==> src/rtl/core/ctt_pkg.sv <==
// Shared types, constants and register codes for the crossing time tracker.
// No dependencies; every other file of the block refers to it by scoped names.
package ctt_pkg;

  localparam int LEVEL_BITS    = 16;
  localparam int TIME_BITS     = 32;
  localparam int COUNT_BITS    = 32;
  localparam int NUM_KINDS     = 3;
  localparam int KIND_BITS     = 2;
  localparam int CFG_IDX_BITS  = 3;
  localparam int CFG_DATA_BITS = (TIME_BITS > LEVEL_BITS) ? TIME_BITS : LEVEL_BITS;

  localparam logic [LEVEL_BITS-1:0] BITLINE_TARGET_RESET = LEVEL_BITS'(49152);
  localparam logic [LEVEL_BITS-1:0] CELL_HIGH_RESET      = LEVEL_BITS'(60948);
  localparam logic [LEVEL_BITS-1:0] CELL_LOW_RESET       = LEVEL_BITS'(4588);
  localparam logic [TIME_BITS-1:0]  SKIP_TIME_RESET      = TIME_BITS'(20000);

  typedef enum logic [KIND_BITS-1:0] {
    KIND_SENSED   = 2'd0,
    KIND_RESTORED = 2'd1,
    KIND_WRITTEN  = 2'd2
  } kind_e;

  typedef enum logic [CFG_IDX_BITS-1:0] {
    CFG_FALLING_MODE   = 3'd0,
    CFG_BITLINE_TARGET = 3'd1,
    CFG_CELL_HIGH      = 3'd2,
    CFG_CELL_LOW       = 3'd3,
    CFG_SKIP_TIME      = 3'd4
  } cfg_idx_e;

  typedef struct packed {
    logic                  falling_mode;
    logic [LEVEL_BITS-1:0] bitline_target_level;
    logic [LEVEL_BITS-1:0] cell_high_level;
    logic [LEVEL_BITS-1:0] cell_low_level;
    logic [TIME_BITS-1:0]  skip_limit;
  } cfg_t;

  typedef struct packed {
    logic [TIME_BITS-1:0]  sample_time;
    logic [LEVEL_BITS-1:0] bitline_level;
    logic [LEVEL_BITS-1:0] cell_level;
  } sample_t;

  typedef struct packed {
    logic [TIME_BITS-1:0]  least;
    logic [TIME_BITS-1:0]  greatest;
    logic [COUNT_BITS-1:0] total;
  } stat_t;

endpackage

==> src/rtl/core/ctt_cfg_regs.sv <==
// Configuration register file of the crossing time tracker.
// Depends on ctt_pkg for the register codes, widths and reset values.
module ctt_cfg_regs (
  input  logic                                clk_i,
  input  logic                                rst_ni,
  input  logic                                cfg_valid_i,
  output logic                                cfg_ready_o,
  input  logic [ctt_pkg::CFG_IDX_BITS-1:0]    cfg_index_i,
  input  logic [ctt_pkg::CFG_DATA_BITS-1:0]   cfg_data_i,
  output ctt_pkg::cfg_t                       cfg_o
);

  ctt_pkg::cfg_t cfg_d, cfg_q;

  assign cfg_ready_o = 1'b1;
  assign cfg_o       = cfg_q;

  always_comb begin
    cfg_d = cfg_q;
    if (cfg_valid_i) begin
      unique case (ctt_pkg::cfg_idx_e'(cfg_index_i))
        ctt_pkg::CFG_FALLING_MODE:   cfg_d.falling_mode = cfg_data_i[0];
        ctt_pkg::CFG_BITLINE_TARGET:
          cfg_d.bitline_target_level = cfg_data_i[ctt_pkg::LEVEL_BITS-1:0];
        ctt_pkg::CFG_CELL_HIGH:
          cfg_d.cell_high_level = cfg_data_i[ctt_pkg::LEVEL_BITS-1:0];
        ctt_pkg::CFG_CELL_LOW:
          cfg_d.cell_low_level = cfg_data_i[ctt_pkg::LEVEL_BITS-1:0];
        ctt_pkg::CFG_SKIP_TIME:
          cfg_d.skip_limit = cfg_data_i[ctt_pkg::TIME_BITS-1:0];
        default: ;
      endcase
    end
  end

  always_ff @(posedge clk_i or negedge rst_ni) begin
    if (!rst_ni) begin
      cfg_q.falling_mode         <= 1'b0;
      cfg_q.bitline_target_level <= ctt_pkg::BITLINE_TARGET_RESET;
      cfg_q.cell_high_level      <= ctt_pkg::CELL_HIGH_RESET;
      cfg_q.cell_low_level       <= ctt_pkg::CELL_LOW_RESET;
      cfg_q.skip_limit           <= ctt_pkg::SKIP_TIME_RESET;
    end else begin
      cfg_q <= cfg_d;
    end
  end

endmodule

==> src/rtl/core/ctt_tracker.sv <==
// Crossing detector: run flags, per-kind statistics and the compare logic
// that decides which crossings one sample causes. Depends on ctt_pkg.
module ctt_tracker (
  input  logic                                   clk_i,
  input  logic                                   rst_ni,
  input  ctt_pkg::cfg_t                          cfg_i,
  input  ctt_pkg::sample_t                       sample_i,
  input  logic                                   advance_i,
  output logic [ctt_pkg::NUM_KINDS-1:0]          hit_mask_o,
  output ctt_pkg::stat_t [ctt_pkg::NUM_KINDS-1:0] stats_o
);

  logic run_idle_d, run_idle_q;
  logic sense_done_d, sense_done_q;
  logic restore_done_d, restore_done_q;
  ctt_pkg::stat_t [ctt_pkg::NUM_KINDS-1:0] stats_d, stats_q;

  logic is_start, active;
  logic hit_bitline, hit_restore, hit_write;
  logic sense_now, restore_now;
  logic [ctt_pkg::NUM_KINDS-1:0] ev;
  ctt_pkg::stat_t [ctt_pkg::NUM_KINDS-1:0] stats_new;

  always_comb begin
    is_start = (sample_i.sample_time == '0);
    active   = !is_start && !run_idle_q && (sample_i.sample_time >= cfg_i.skip_limit);

    // Falling mode swaps the sense of every compare and the two cell levels.
    if (cfg_i.falling_mode) begin
      hit_bitline = (sample_i.bitline_level <= cfg_i.bitline_target_level);
      hit_restore = (sample_i.cell_level <= cfg_i.cell_low_level);
      hit_write   = (sample_i.cell_level >= cfg_i.cell_high_level);
    end else begin
      hit_bitline = (sample_i.bitline_level >= cfg_i.bitline_target_level);
      hit_restore = (sample_i.cell_level >= cfg_i.cell_high_level);
      hit_write   = (sample_i.cell_level <= cfg_i.cell_low_level);
    end

    // Each test sees the flags left by the earlier ones on the same sample.
    ev[ctt_pkg::KIND_SENSED]   = active && !sense_done_q && hit_bitline;
    sense_now                  = sense_done_q || ev[ctt_pkg::KIND_SENSED];
    ev[ctt_pkg::KIND_RESTORED] = active && sense_now && !restore_done_q && hit_restore;
    restore_now                = restore_done_q || ev[ctt_pkg::KIND_RESTORED];
    ev[ctt_pkg::KIND_WRITTEN]  = active && restore_now && hit_write;

    for (int k = 0; k < ctt_pkg::NUM_KINDS; k++) begin
      stats_new[k].least    = (sample_i.sample_time < stats_q[k].least) ?
                              sample_i.sample_time : stats_q[k].least;
      stats_new[k].greatest = (sample_i.sample_time > stats_q[k].greatest) ?
                              sample_i.sample_time : stats_q[k].greatest;
      stats_new[k].total    = (&stats_q[k].total) ? stats_q[k].total :
                              stats_q[k].total + 1'b1;
    end

    run_idle_d     = run_idle_q;
    sense_done_d   = sense_done_q;
    restore_done_d = restore_done_q;
    stats_d        = stats_q;
    if (advance_i) begin
      if (is_start) begin
        run_idle_d     = 1'b0;
        sense_done_d   = 1'b0;
        restore_done_d = 1'b0;
      end else begin
        sense_done_d   = sense_now;
        restore_done_d = restore_now;
        run_idle_d     = run_idle_q || ev[ctt_pkg::KIND_WRITTEN];
      end
      for (int k = 0; k < ctt_pkg::NUM_KINDS; k++) begin
        if (ev[k]) begin
          stats_d[k] = stats_new[k];
        end
      end
    end
  end

  assign hit_mask_o = ev;
  assign stats_o    = stats_new;

  always_ff @(posedge clk_i or negedge rst_ni) begin
    if (!rst_ni) begin
      run_idle_q     <= 1'b1;
      sense_done_q   <= 1'b1;
      restore_done_q <= 1'b1;
      for (int k = 0; k < ctt_pkg::NUM_KINDS; k++) begin
        stats_q[k].least    <= '1;
        stats_q[k].greatest <= '0;
        stats_q[k].total    <= '0;
      end
    end else begin
      run_idle_q     <= run_idle_d;
      sense_done_q   <= sense_done_d;
      restore_done_q <= restore_done_d;
      stats_q        <= stats_d;
    end
  end

endmodule

==> src/rtl/core/ctt_result_queue.sv <==
// Result register holding up to three events of one sample and handing them
// out one beat at a time, lowest kind first. Depends on ctt_pkg.
module ctt_result_queue (
  input  logic                                    clk_i,
  input  logic                                    rst_ni,
  input  logic                                    load_i,
  input  logic [ctt_pkg::NUM_KINDS-1:0]           mask_i,
  input  logic [ctt_pkg::TIME_BITS-1:0]           time_i,
  input  ctt_pkg::stat_t [ctt_pkg::NUM_KINDS-1:0] stats_i,
  output logic                                    can_load_o,
  output logic                                    out_valid_o,
  input  logic                                    out_stall_i,
  output logic [ctt_pkg::KIND_BITS-1:0]           event_kind_o,
  output logic [ctt_pkg::TIME_BITS-1:0]           event_time_o,
  output logic [ctt_pkg::TIME_BITS-1:0]           least_time_o,
  output logic [ctt_pkg::TIME_BITS-1:0]           greatest_time_o,
  output logic [ctt_pkg::COUNT_BITS-1:0]          event_total_o,
  output logic                                    last_event_o
);

  logic [ctt_pkg::NUM_KINDS-1:0] mask_d, mask_q, mask_rest;
  logic [ctt_pkg::TIME_BITS-1:0] time_q;
  ctt_pkg::stat_t [ctt_pkg::NUM_KINDS-1:0] stats_q;
  ctt_pkg::kind_e kind;
  logic beat;

  always_comb begin
    // Clearing the lowest set bit leaves the events still to go.
    mask_rest   = mask_q & (mask_q - 1'b1);
    out_valid_o = |mask_q;
    beat        = out_valid_o && !out_stall_i;
    can_load_o  = !out_valid_o || (beat && (mask_rest == '0));

    if (mask_q[ctt_pkg::KIND_SENSED]) begin
      kind = ctt_pkg::KIND_SENSED;
    end else if (mask_q[ctt_pkg::KIND_RESTORED]) begin
      kind = ctt_pkg::KIND_RESTORED;
    end else begin
      kind = ctt_pkg::KIND_WRITTEN;
    end

    mask_d = mask_q;
    if (load_i) begin
      mask_d = mask_i;
    end else if (beat) begin
      mask_d = mask_rest;
    end
  end

  assign event_kind_o    = kind;
  assign event_time_o    = time_q;
  assign least_time_o    = stats_q[kind].least;
  assign greatest_time_o = stats_q[kind].greatest;
  assign event_total_o   = stats_q[kind].total;
  assign last_event_o    = (mask_rest == '0);

  always_ff @(posedge clk_i or negedge rst_ni) begin
    if (!rst_ni) begin
      mask_q <= '0;
    end else begin
      mask_q <= mask_d;
    end
  end

  always_ff @(posedge clk_i) begin
    if (load_i) begin
      time_q  <= time_i;
      stats_q <= stats_i;
    end
  end

endmodule

==> src/rtl/core/crossing_time_tracker.sv <==
// Top level of the crossing time tracker: input register, crossing detector,
// result queue and configuration registers. Depends on ctt_pkg and submodules.
//
//   channel | handshake                | payload
//   --------+--------------------------+------------------------------------------
//   in      | in_valid_i / in_stall_o  | sample_time_i, bitline_level_i, cell_level_i
//   out     | out_valid_o / out_stall_i| event_kind_o, event_time_o, least_time_o,
//           |                          | greatest_time_o, event_total_o, last_event_o
//   cfg     | cfg_valid_i / cfg_ready_o| cfg_index_i, cfg_data_i
//
// A sample beat is registered and evaluated once the result register can take its
// events, which then land there; a new sample can follow in every cycle in which
// in_stall_o is low. A sample causing n events holds the result register for n
// output beats, and the next sample is taken during the last of those beats.
// Reset leaves the tracker idle until a sample at time zero starts a run.
// Output stall backs up into in_stall_o once the result register is still busy.
module crossing_time_tracker (
  input  logic                                clk_i,
  input  logic                                rst_ni,
  input  logic                                in_valid_i,
  output logic                                in_stall_o,
  input  logic [ctt_pkg::TIME_BITS-1:0]       sample_time_i,
  input  logic [ctt_pkg::LEVEL_BITS-1:0]      bitline_level_i,
  input  logic [ctt_pkg::LEVEL_BITS-1:0]      cell_level_i,
  output logic                                out_valid_o,
  input  logic                                out_stall_i,
  output logic [ctt_pkg::KIND_BITS-1:0]       event_kind_o,
  output logic [ctt_pkg::TIME_BITS-1:0]       event_time_o,
  output logic [ctt_pkg::TIME_BITS-1:0]       least_time_o,
  output logic [ctt_pkg::TIME_BITS-1:0]       greatest_time_o,
  output logic [ctt_pkg::COUNT_BITS-1:0]      event_total_o,
  output logic                                last_event_o,
  input  logic                                cfg_valid_i,
  output logic                                cfg_ready_o,
  input  logic [ctt_pkg::CFG_IDX_BITS-1:0]    cfg_index_i,
  input  logic [ctt_pkg::CFG_DATA_BITS-1:0]   cfg_data_i
);

  ctt_pkg::cfg_t    cfg;
  ctt_pkg::sample_t sample_q;
  logic in_valid_d, in_valid_q;
  logic accept, advance, can_load;
  logic [ctt_pkg::NUM_KINDS-1:0] hit_mask;
  ctt_pkg::stat_t [ctt_pkg::NUM_KINDS-1:0] stats;

  assign advance    = in_valid_q && can_load;
  assign in_stall_o = in_valid_q && !can_load;
  assign accept     = in_valid_i && !in_stall_o;

  always_comb begin
    in_valid_d = in_valid_q;
    if (accept) begin
      in_valid_d = 1'b1;
    end else if (advance) begin
      in_valid_d = 1'b0;
    end
  end

  always_ff @(posedge clk_i or negedge rst_ni) begin
    if (!rst_ni) begin
      in_valid_q <= 1'b0;
    end else begin
      in_valid_q <= in_valid_d;
    end
  end

  always_ff @(posedge clk_i) begin
    if (accept) begin
      sample_q.sample_time   <= sample_time_i;
      sample_q.bitline_level <= bitline_level_i;
      sample_q.cell_level    <= cell_level_i;
    end
  end

  ctt_cfg_regs u_cfg_regs (
    .clk_i       (clk_i),
    .rst_ni      (rst_ni),
    .cfg_valid_i (cfg_valid_i),
    .cfg_ready_o (cfg_ready_o),
    .cfg_index_i (cfg_index_i),
    .cfg_data_i  (cfg_data_i),
    .cfg_o       (cfg)
  );

  ctt_tracker u_tracker (
    .clk_i      (clk_i),
    .rst_ni     (rst_ni),
    .cfg_i      (cfg),
    .sample_i   (sample_q),
    .advance_i  (advance),
    .hit_mask_o (hit_mask),
    .stats_o    (stats)
  );

  ctt_result_queue u_result_queue (
    .clk_i           (clk_i),
    .rst_ni          (rst_ni),
    .load_i          (advance),
    .mask_i          (hit_mask),
    .time_i          (sample_q.sample_time),
    .stats_i         (stats),
    .can_load_o      (can_load),
    .out_valid_o     (out_valid_o),
    .out_stall_i     (out_stall_i),
    .event_kind_o    (event_kind_o),
    .event_time_o    (event_time_o),
    .least_time_o    (least_time_o),
    .greatest_time_o (greatest_time_o),
    .event_total_o   (event_total_o),
    .last_event_o    (last_event_o)
  );

endmodule

==> config.mk <==
export PLATFORM = sky130hd
export DESIGN_NAME = crossing_time_tracker
export DESIGN_NICKNAME = d
export VERILOG_FILES = /design/src/rtl/core/ctt_pkg.sv /design/src/rtl/core/ctt_cfg_regs.sv /design/src/rtl/core/ctt_tracker.sv /design/src/rtl/core/ctt_result_queue.sv /design/src/rtl/core/crossing_time_tracker.sv
export SDC_FILE = /design/constraint.sdc
export NUM_CORES = 1
export LEC_CHECK = 0
export CORE_ASPECT_RATIO = 1.4
export CORE_MARGIN = 2
export CORE_UTILIZATION = 50
export CTS_CLUSTER_DIAMETER = 40
export CTS_CLUSTER_SIZE = 14
export DETAILED_ROUTE_END_ITERATION = 10
export DONT_BUFFER_PORTS = 1
export HOLD_SLACK_MARGIN = 0.03
export SYNTH_ARGS = -nofsm -noshare
export SYNTH_HDL_FRONTEND = slang
export SYNTH_SLANG_ARGS = --single-unit
==> constraint.sdc <==
create_clock -name clk_i -period 15.59 [get_ports clk_i]
set_input_delay 2.3385 -clock clk_i [delete_from_list [all_inputs] [get_ports clk_i]]
set_output_delay 2.3385 -clock clk_i [all_outputs]
set_load 0.05 [all_outputs]
Word level (Yosys, flattened, before mapping)
Cells that the tools add are included.

Register bits: 760. Bits of input ports: 104. Output and inout port bits: 134. Logic and storage cells: 119.

$add $sub $neg: 4. $lt $le $gt $ge: 12. Equality and inequality tests: 4. Multiplexer cells: 23. Bitwise operators: 1. Reduce and logical (&&, ||, !) cells: 43.

Operator list (number): two-way mux 32 bit (9); binary-select mux 96 bit (select 2 bit) (1); adder 32 x 1 -> 32 bit, second input constant (3); > comparator 32 bit (3); less-than comparator 32 bit (3); two-way mux 96 bit (1); AND reduction 32 bit (3); >= comparator 16 bit (2); >= comparator 32 bit (1); <= comparator 16 bit (2); zero test 32 bit (1); AND reduction 2 bit (8); logical AND 1 bit (14); zero test 1 bit (8); two-way mux 1 bit (8); == test 3 x 2 -> 1 bit, second input constant (2); zero test 3 bit (2); two-way mux 3 bit (2); logical OR 1 bit (4); two-way mux 2 bit (2); nonzero test 2 bit (2); AND 3 bit (1); == test 3 x 1 -> 1 bit, second input constant (1); == test 3 bit, second input constant (1); 3 further kinds (3).

Logic depth before layout (Yosys ltp)
Gate-level depths: netlist of the first run.

Depth after elaboration: 15. Mapped depth: 13. Depth with buffers taken out: 10.

Hierarchy
Synthesis of the first run repeated with hierarchy kept, for this count alone.

Cell total of the unflattened synthesis: 3226. Area total of the unflattened synthesis: 39566.7 µm².

By module, submodules not included: ctt_tracker (times used 1, cells an instance 2316, area each 22377.7 µm², seq. area each 7405.9 µm²); ctt_result_queue (times used 1, cells an instance 662, area each 11873.9 µm², seq. area each 9684.3 µm²); ctt_cfg_regs (times used 1, cells an instance 178, area each 3329.4 µm², seq. area each 2054.5 µm²); crossing_time_tracker (times used 1, cells an instance 70, area each 1985.7 µm², seq. area each 1946.9 µm²).

Worst setup path after synthesis of the first run
OpenSTA, ideal clock, no wires.

Path type: input -> register. Start point: input out_stall_i. End point: register u_tracker.stats_q[134] (netlist name). Setup time: 0.128 ns. Arrival: 12.521 ns. Setup slack: 2.941 ns. Cell stages on the path: 10. Cells stage by stage: nor4b_1 > a221o_1 > o211ai_1 > nor4_1 > a21oi_1 > buf_2 > a2111oi_4 > nand3b_2 > buf_6 > mux2_1.

Cells in the longest elaborated chain, start to end: 6.

RTL lines: start: declaration (RTL line crossing_time_tracker.sv:26) `input logic out_stall_i,`; zero test 1 bit (RTL line ctt_result_queue.sv:31) `beat = out_valid_o && !out_stall_i;`; logical AND 1 bit (RTL line ctt_result_queue.sv:31); logical AND 1 bit (RTL line ctt_result_queue.sv:32) `can_load_o = !out_valid_o || (beat && (mask_rest == '0));`; logical OR 1 bit (RTL line ctt_result_queue.sv:32); logical AND 1 bit (RTL line crossing_time_tracker.sv:46) `assign advance = in_valid_q && can_load;`; net advance (RTL line crossing_time_tracker.sv:42) `logic accept, advance, can_load;`; AND reduction 2 bit (no source line); end signal: assignment (RTL line ctt_tracker.sv:94) `stats_q <= stats_d;`; end: declaration (RTL line ctt_tracker.sv:16) `ctt_pkg::stat_t [ctt_pkg::NUM_KINDS-1:0] stats_d, stats_q;`.

The timed path passes the listed nets, and every way through them passes these cells. A chain may end at the register's enable or synchronous reset.

Worst setup path in the final report of the first run
Start point: input out_stall_i. End point: register u_tracker.stats_q[129] (netlist name).

Same word-level chain as after synthesis.

==> reports/qor.txt, run 1 <==
status - finished clean
post-CTS sizing - 0
Sink Count - 760
DP Wirelength - 64.88 mm
All-Layer GR Usage - 24.11%
Slew headroom - 15.77%
Core Area - 76720 µm²
wire per inst - 21.02 µm
clock power share - 47.3%
Final GP Congestion - 0.8375
Synth top area share - 29.70%
crit path max fanout - 36
max_cap viols - 0
vias in the first global route - 26520
fin nets - 3771
first-pass GRT wire length - 148.3 mm
setup TNS - 0 ns
synth-to-layout area growth - 13.08%
Port Buffers - 0
critical path type - in -> reg
part of the cycle the worst path needs - 40.00%
Post-synth ARST share - 49.47%
IO Pins - 238
worst-margin pin slew - 1.255 ns
CTS H-tree depth - 3
Mapped Cells - 3377
synth top area cells - edfxtp_1 (30%), dfrtp_1 (16%), ha_1 (8.8%)
sequential share of the synthesized area - 54.33%
Fmax - 160.4 MHz
CP peak stage delay - 0.93 ns
share of layout cells above drive strength 1 - 17.13%
Peak VDD IR - 0.1036 mV
final count of hold timing violations - 0
Most used DFF post-synth - edfxtp_1
RSZ-0062 raised after global routing - false
flops & latches, synth - 760
total power - 5327 µW
syn_nets - 3753
master of the slowest instance on the critical path - nand3b_2
num rows - 120
minimum clock period - 6.235 ns
Routed WL - 95.30 mm
gr ovfl total - 0
die area - 79920 µm²
chip width - 239.5 µm
area leader, netlist - edfxtp_1
maximum number of pins on one net before global-route repair - 377
leak pwr - 0.01833 µW
CTS tree - yes
Internal - 3926 µW
Cell Chain, Critical Path - nor4b_1 > a221o_4 > o211ai_1 > nor4_1 > a21oi_2 > a2111oi_4 > buf_4 > nand3b_2 > mux2_1
number of flops mapped to enable cells by yosys - 384
Reg power frac - 43.6%
Sw Pwr - 1401 µW
initial drt markers - 1313
Syn Std Cell Area - 38820 µm²
Mapped Avg Cell Area - 11.50 µm²
clock buffer depth - 3
post-CTS setup buffer count - 0
placed insts - 4321
Critical Path RT - 16.14 ns
initial antenna violation count - 3
Layout fillers - 6281
Ys Warns - 0
clock slew seen by the registers of the worst setup and hold paths - 0.06 ns
pwr dens - 121.3 nW/µm²
DRC viols - 0
TritonCTS Buffers - 109
worst skew pair latency - 0.68 ns
fin cells - 4533
Final ANT Viol Nets - 0
clock skew - 0.02881 ns
hold buffers post-CTS - 0
Sw Ratio - 26.30%
Worst EP arrival - 6.79 ns
1st-pass router iterations - 5
synth unique cells - 76
vias after detailed routing - 25310
die span in y - 333.7 µm
clock root buffer - clkbuf_16
Hold Crit Class - reg -> reg
Slew Limit Fails - 0
Crit. End Element - flop
Finish-stage setup viols - 0
vias per cell - 5.583
Comb pwr share - 9.2%
Starting Density - 50.60%
crit path launch type - input port
[path summary, 6_finish.rpt]
| check | start | end | depth (start not counted) | slack (ns) |
|---|---|---|---|---|
| worst min register to register | sample_q[37] | u_result_queue.event_time_o[5] | 0 | 0.45 |
| worst min-delay path | sample_q[37] | u_result_queue.event_time_o[5] | 0 | 0.45 |
| max in group asynchronous | rst_ni | u_tracker.stats_q[57] | 0 | 13.47 |
| min in group asynchronous | rst_ni | u_tracker.stats_q[27] | 0 | 1.40 |
| worst max register to register | u_result_queue.mask_q[1] | u_tracker.stats_q[129] | 9 | 9.41 |
| worst max-delay path | out_stall_i | u_tracker.stats_q[129] | 9 | 9.35 |
[state kept, by name, indices dropped and copies added (netlist names)]
register and count:
in_valid_q 1, sample_q 64, u_cfg_regs.cfg_o 81, u_result_queue.event_time_o 32
u_result_queue.mask_q 3, u_result_queue.stats_q 288, u_tracker.restore_done_q 1, u_tracker.run_idle_q 1
u_tracker.sense_done_q 1, u_tracker.stats_q 288
[metal layers]
metal | GRT usage [%] | share of wire [%] | up-vias
li1 | - | - | 12040
met1 | 26.64 | 39 | 12510
met2 | 44.39 | 52 | 562
met3 | 4.746 | 4.7 | 198
met4 | 10.60 | 4.3 | 0
met5 | 0 | 0 | -
[kinds of logic after synthesis]
logic type,after synthesis,share of synthesized area (%)
AO/OA/AOI/OAI,552,8.125
XOR/XNOR,183,4.129
adder cells (fa/ha/maj),272,8.766
buffers and inverters,443,4.454
flip-flops,760,54.33
multiplexers,351,10.13
other,1,0.009659
AND/OR/NAND/NOR,815,10.06
[critical path: cells and delay by family]
kind                   cells  cell delay, ns
multiplexers               1            0.67
AND/OR/NAND/NOR            3            1.87
buffers and inverters      1            0.44
AO/OA/AOI/OAI              4            1.44
[metrics by stage]
step / hold slack, ns / instance area (µm²) / utilization, % / setup WS (ns)
global route: 0.4607 / 43900 / 57.21 / 9.018
detailed placement: 0.4402 / 40080 / 52.24 / 8.607
floorplan: 0.4521 / 38820 / - / 2.941
CTS: 0.4541 / 43890 / 57.20 / 9.281
global placement: 0.4329 / 40080 / 52.24 / 8.790
finish: 0.4515 / 43900 / 57.22 / 9.355
[power by group through the flow]
stage	sequential, µW	combinational, µW	clock, µW
6_report	2320	488	2520
5_1_grt	2330	541	2650
4_1_cts	2320	492	2560
3_5_place_dp	2360	489	0
3_3_place_gp	2350	471	0
2_1_floorplan	2370	340	0
[cell usage after synthesis, types with 28 or more instances]
cell / number
a21o_1: 33
a21oi_1: 78
and3_1: 36
and4_1: 28
clkbuf_1: 132
dfrtp_1: 255
dfstp_2: 121
edfxtp_1: 384
ha_1: 272
inv_1: 279
mux2_1: 69
mux2_2: 159
mux2i_1: 96
nand2_1: 391
nand3_1: 109
nand4_1: 61
nor2_1: 67
o21ai_0: 353
xnor2_1: 132
xor2_1: 51
[cells in the final DEF, fill, tap and decap left out, types with 6 or more instances in the layout]
master	count
clkinvlp_4	10
a21o_1	33
mux2i_1	96
ha_1	272
clkbuf_16	116
a211oi_1	13
o21a_1	6
mux2_4	27
clkbuf_1	12
clkinv_2	10
buf_4	70
inv_6	19
nor2b_1	14
a21oi_1	76
and3_1	36
nor4_1	21
o21ai_1	97
nand2_1	391
nand2b_1	23
mux2_1	69
nand4_1	61
o21ai_0	257
nor2_1	66
inv_1	279
clkinv_4	9
and2_1	17
xnor2_1	132
xor2_1	51
dfrtp_1	253
edfxtp_1	384
mux2_2	159
nand3_1	109
o211ai_1	16
dfstp_2	121
and4_1	28
inv_8	9
nor3_1	18
clkbuf_8	9
[area by class of cell]
class,instances,area [µm²],area share (%)
flip-flops and latches,760,21100,48.06
multi-input cells,2174,16090,36.66
clock buffers,137,3072,6.997
well taps,1037,1297,2.955
inverters,279,1047,2.385
clock inverters,70,735.7,1.676
repair buffers,71,545.5,1.243
diodes,5,12.51,0.02850
Note: power is estimated with default switching activity, not from simulation.
==> run 2, diff against run 1 <==
--- a/config.mk
+++ b/config.mk
@@ -13,6 +13,7 @@
 export DETAILED_ROUTE_END_ITERATION = 10
 export DONT_BUFFER_PORTS = 1
 export HOLD_SLACK_MARGIN = 0.03
+export PLACE_DENSITY = 0.68
 export SYNTH_ARGS = -nofsm -noshare
 export SYNTH_HDL_FRONTEND = slang
 export SYNTH_SLANG_ARGS = --single-unit
==> constraint.sdc (replaced) <==
create_clock -name clk_i -period 5.3 [get_ports clk_i]
set_input_delay 0.795 -clock clk_i [delete_from_list [all_inputs] [get_ports clk_i]]
set_output_delay 0.795 -clock clk_i [all_outputs]
set_load 0.05 [all_outputs]
==> reports/qor.txt, run 2 (synthesis results as in run 1) <==
Sink Count - 760
die span in y - 333.7 µm
Hold Crit Class - in -> async
Slew headroom - 5.763%
vias per cell - 5.547
Core Area - 76720 µm²
Finished Core Util - 57.00%
Port Buffers - 0
DP Wirelength - 65.06 mm
Critical Path RT - 4.51 ns
post-CTS setup buffer count - 0
clock root buffer - clkbuf_16
CTS tree - yes
TritonCTS Buffers - 98
clock buffer depth - 3
Slew Limit Fails - 0
die area - 79920 µm²
critical path type - reg -> out
initial drt markers - 1453
Worst EP arrival - 3.97 ns
wire per inst - 20.87 µm
initial antenna violation count - 6
Final ANT Viol Nets - 0
clock skew - 0.04080 ns
commonest non-fill, non-tap cells in the layout - nand2_1 (391), edfxtp_1 (384), inv_1 (279)
status - finished, violations left
R2R setup slack - 1.18 ns
vias in the first global route - 25660
reg-to-reg endpoint - u_tracker.stats_q[134]
pwr dens - 348.2 nW/µm²
Final GP Congestion - 0.8810
placed insts - 4323
Starting Density - 50.60%
failing checks - hold timing
final count of hold timing violations - 31
post-CTS sizing - 0
first-pass GRT wire length - 146.4 mm
fin nets - 3762
RSZ-0062 raised after global routing - false
crit path from - u_result_queue.mask_q[0]
worst-margin pin slew - 1.404 ns
Finish-stage setup viols - 0
Routed WL - 94.13 mm
minimum clock period - 4.761 ns
DRC viols - 0
synth-to-layout area growth - 12.65%
most common cell after layout, fill and taps aside - nand2_1
fin cells - 4510
num rows - 120
maximum number of pins on one net before global-route repair - 377
1st-pass router iterations - 5
Peak VDD IR - 0.3781 mV
leak pwr - 0.01824 µW
crit path max fanout - 87
crit path launch type - flop
vias after detailed routing - 25020
IO Pins - 238
max_cap viols - 0
Crit. End Element - output pin
reg2reg start - u_cfg_regs.cfg_o[44]
Hold Slack - -0.1396 ns
share of layout cells above drive strength 1 - 17.25%
gr ovfl total - 0
Fmax - 210.1 MHz
part of the cycle the worst path needs - 89.82%
Reg2Reg Depth - 10
clock slew seen by the registers of the worst setup and hold paths - 0.06 ns
CTS H-tree depth - 3
worst skew pair latency - 0.68 ns
chip width - 239.5 µm
All-Layer GR Usage - 23.93%
## run 2: cell types whose count changed in the layout (fill, tap and decap cells not counted), moves of 4 or more
cell       change
mux2_4        +17
mux2_1        -17
diode_2        -4
bufinv_16      +6
clkinv_2       -6
clkbuf_8       -6
clkinv_1       +4
clkbuf_1       -4
clkbuf_16     -17
## run 2: worst max path at each step
stage                                  end  slack, ns  cells after the start
2_1_floorplan       u_tracker.stats_q[110]      -0.18                     11
3_3_place_gp   u_result_queue.stats_q[160]       1.26                     10
3_5_place_dp        u_tracker.stats_q[129]       1.19                     10
4_1_cts                 greatest_time_o[0]       0.53                      4
5_1_grt                 greatest_time_o[0]       0.32                      4
6_report                greatest_time_o[0]       0.54                      4
## run 2: stage by stage
stage          instance area, µm²  TNS, ns  hold slack (ns)  power (µW)  setup WS [ns]
6_report                    43730        0          -0.1396       15230         0.5395
5_1_grt                     43730        0          -0.1757       15780         0.3233
4_1_cts                     43730        0          -0.1771       15370         0.5266
3_5_place_dp                40240        0           0.4732        8364          1.195
3_3_place_gp                40240        0           0.4721        8329          1.258
2_1_floorplan               38960   -12.37           0.4521        7926        -0.1777
## run 2: critical path, stage by stage, from the launching register on
cell and delay (ns):
dfrtp_4 0.64, buf_4 0.79, buf_4 0.83, nand2_1 0.14, o21ai_1 0.76
## run 2: layout make-up
class | count | area [µm²]
well taps | 1037 | 1297
fillers | 6317 | 32990
multi-input cells | 2174 | 16200
clock buffers | 110 | 2549
flip-flops and latches | 760 | 21100
diodes | 1 | 2.502
inverters | 279 | 1047
repair buffers | 73 | 598.1
clock inverters | 76 | 944.7
## run 2: metal layers
layer | global-route usage (%) | wire (µm) | vias to the layer above
met5 | 0 | 27 | -
met4 | 10.23 | 3837 | 4
met3 | 4.292 | 4456 | 178
met2 | 42.45 | 48100 | 560
met1 | 28.29 | 37710 | 12270
li1 | - | - | 12010
## run 2: power breakdown
group          switching (µW)  internal, µW  total (µW)
registers                 223          6640        6860
logic                     942           447        1390
clock network            2840          4130        6980
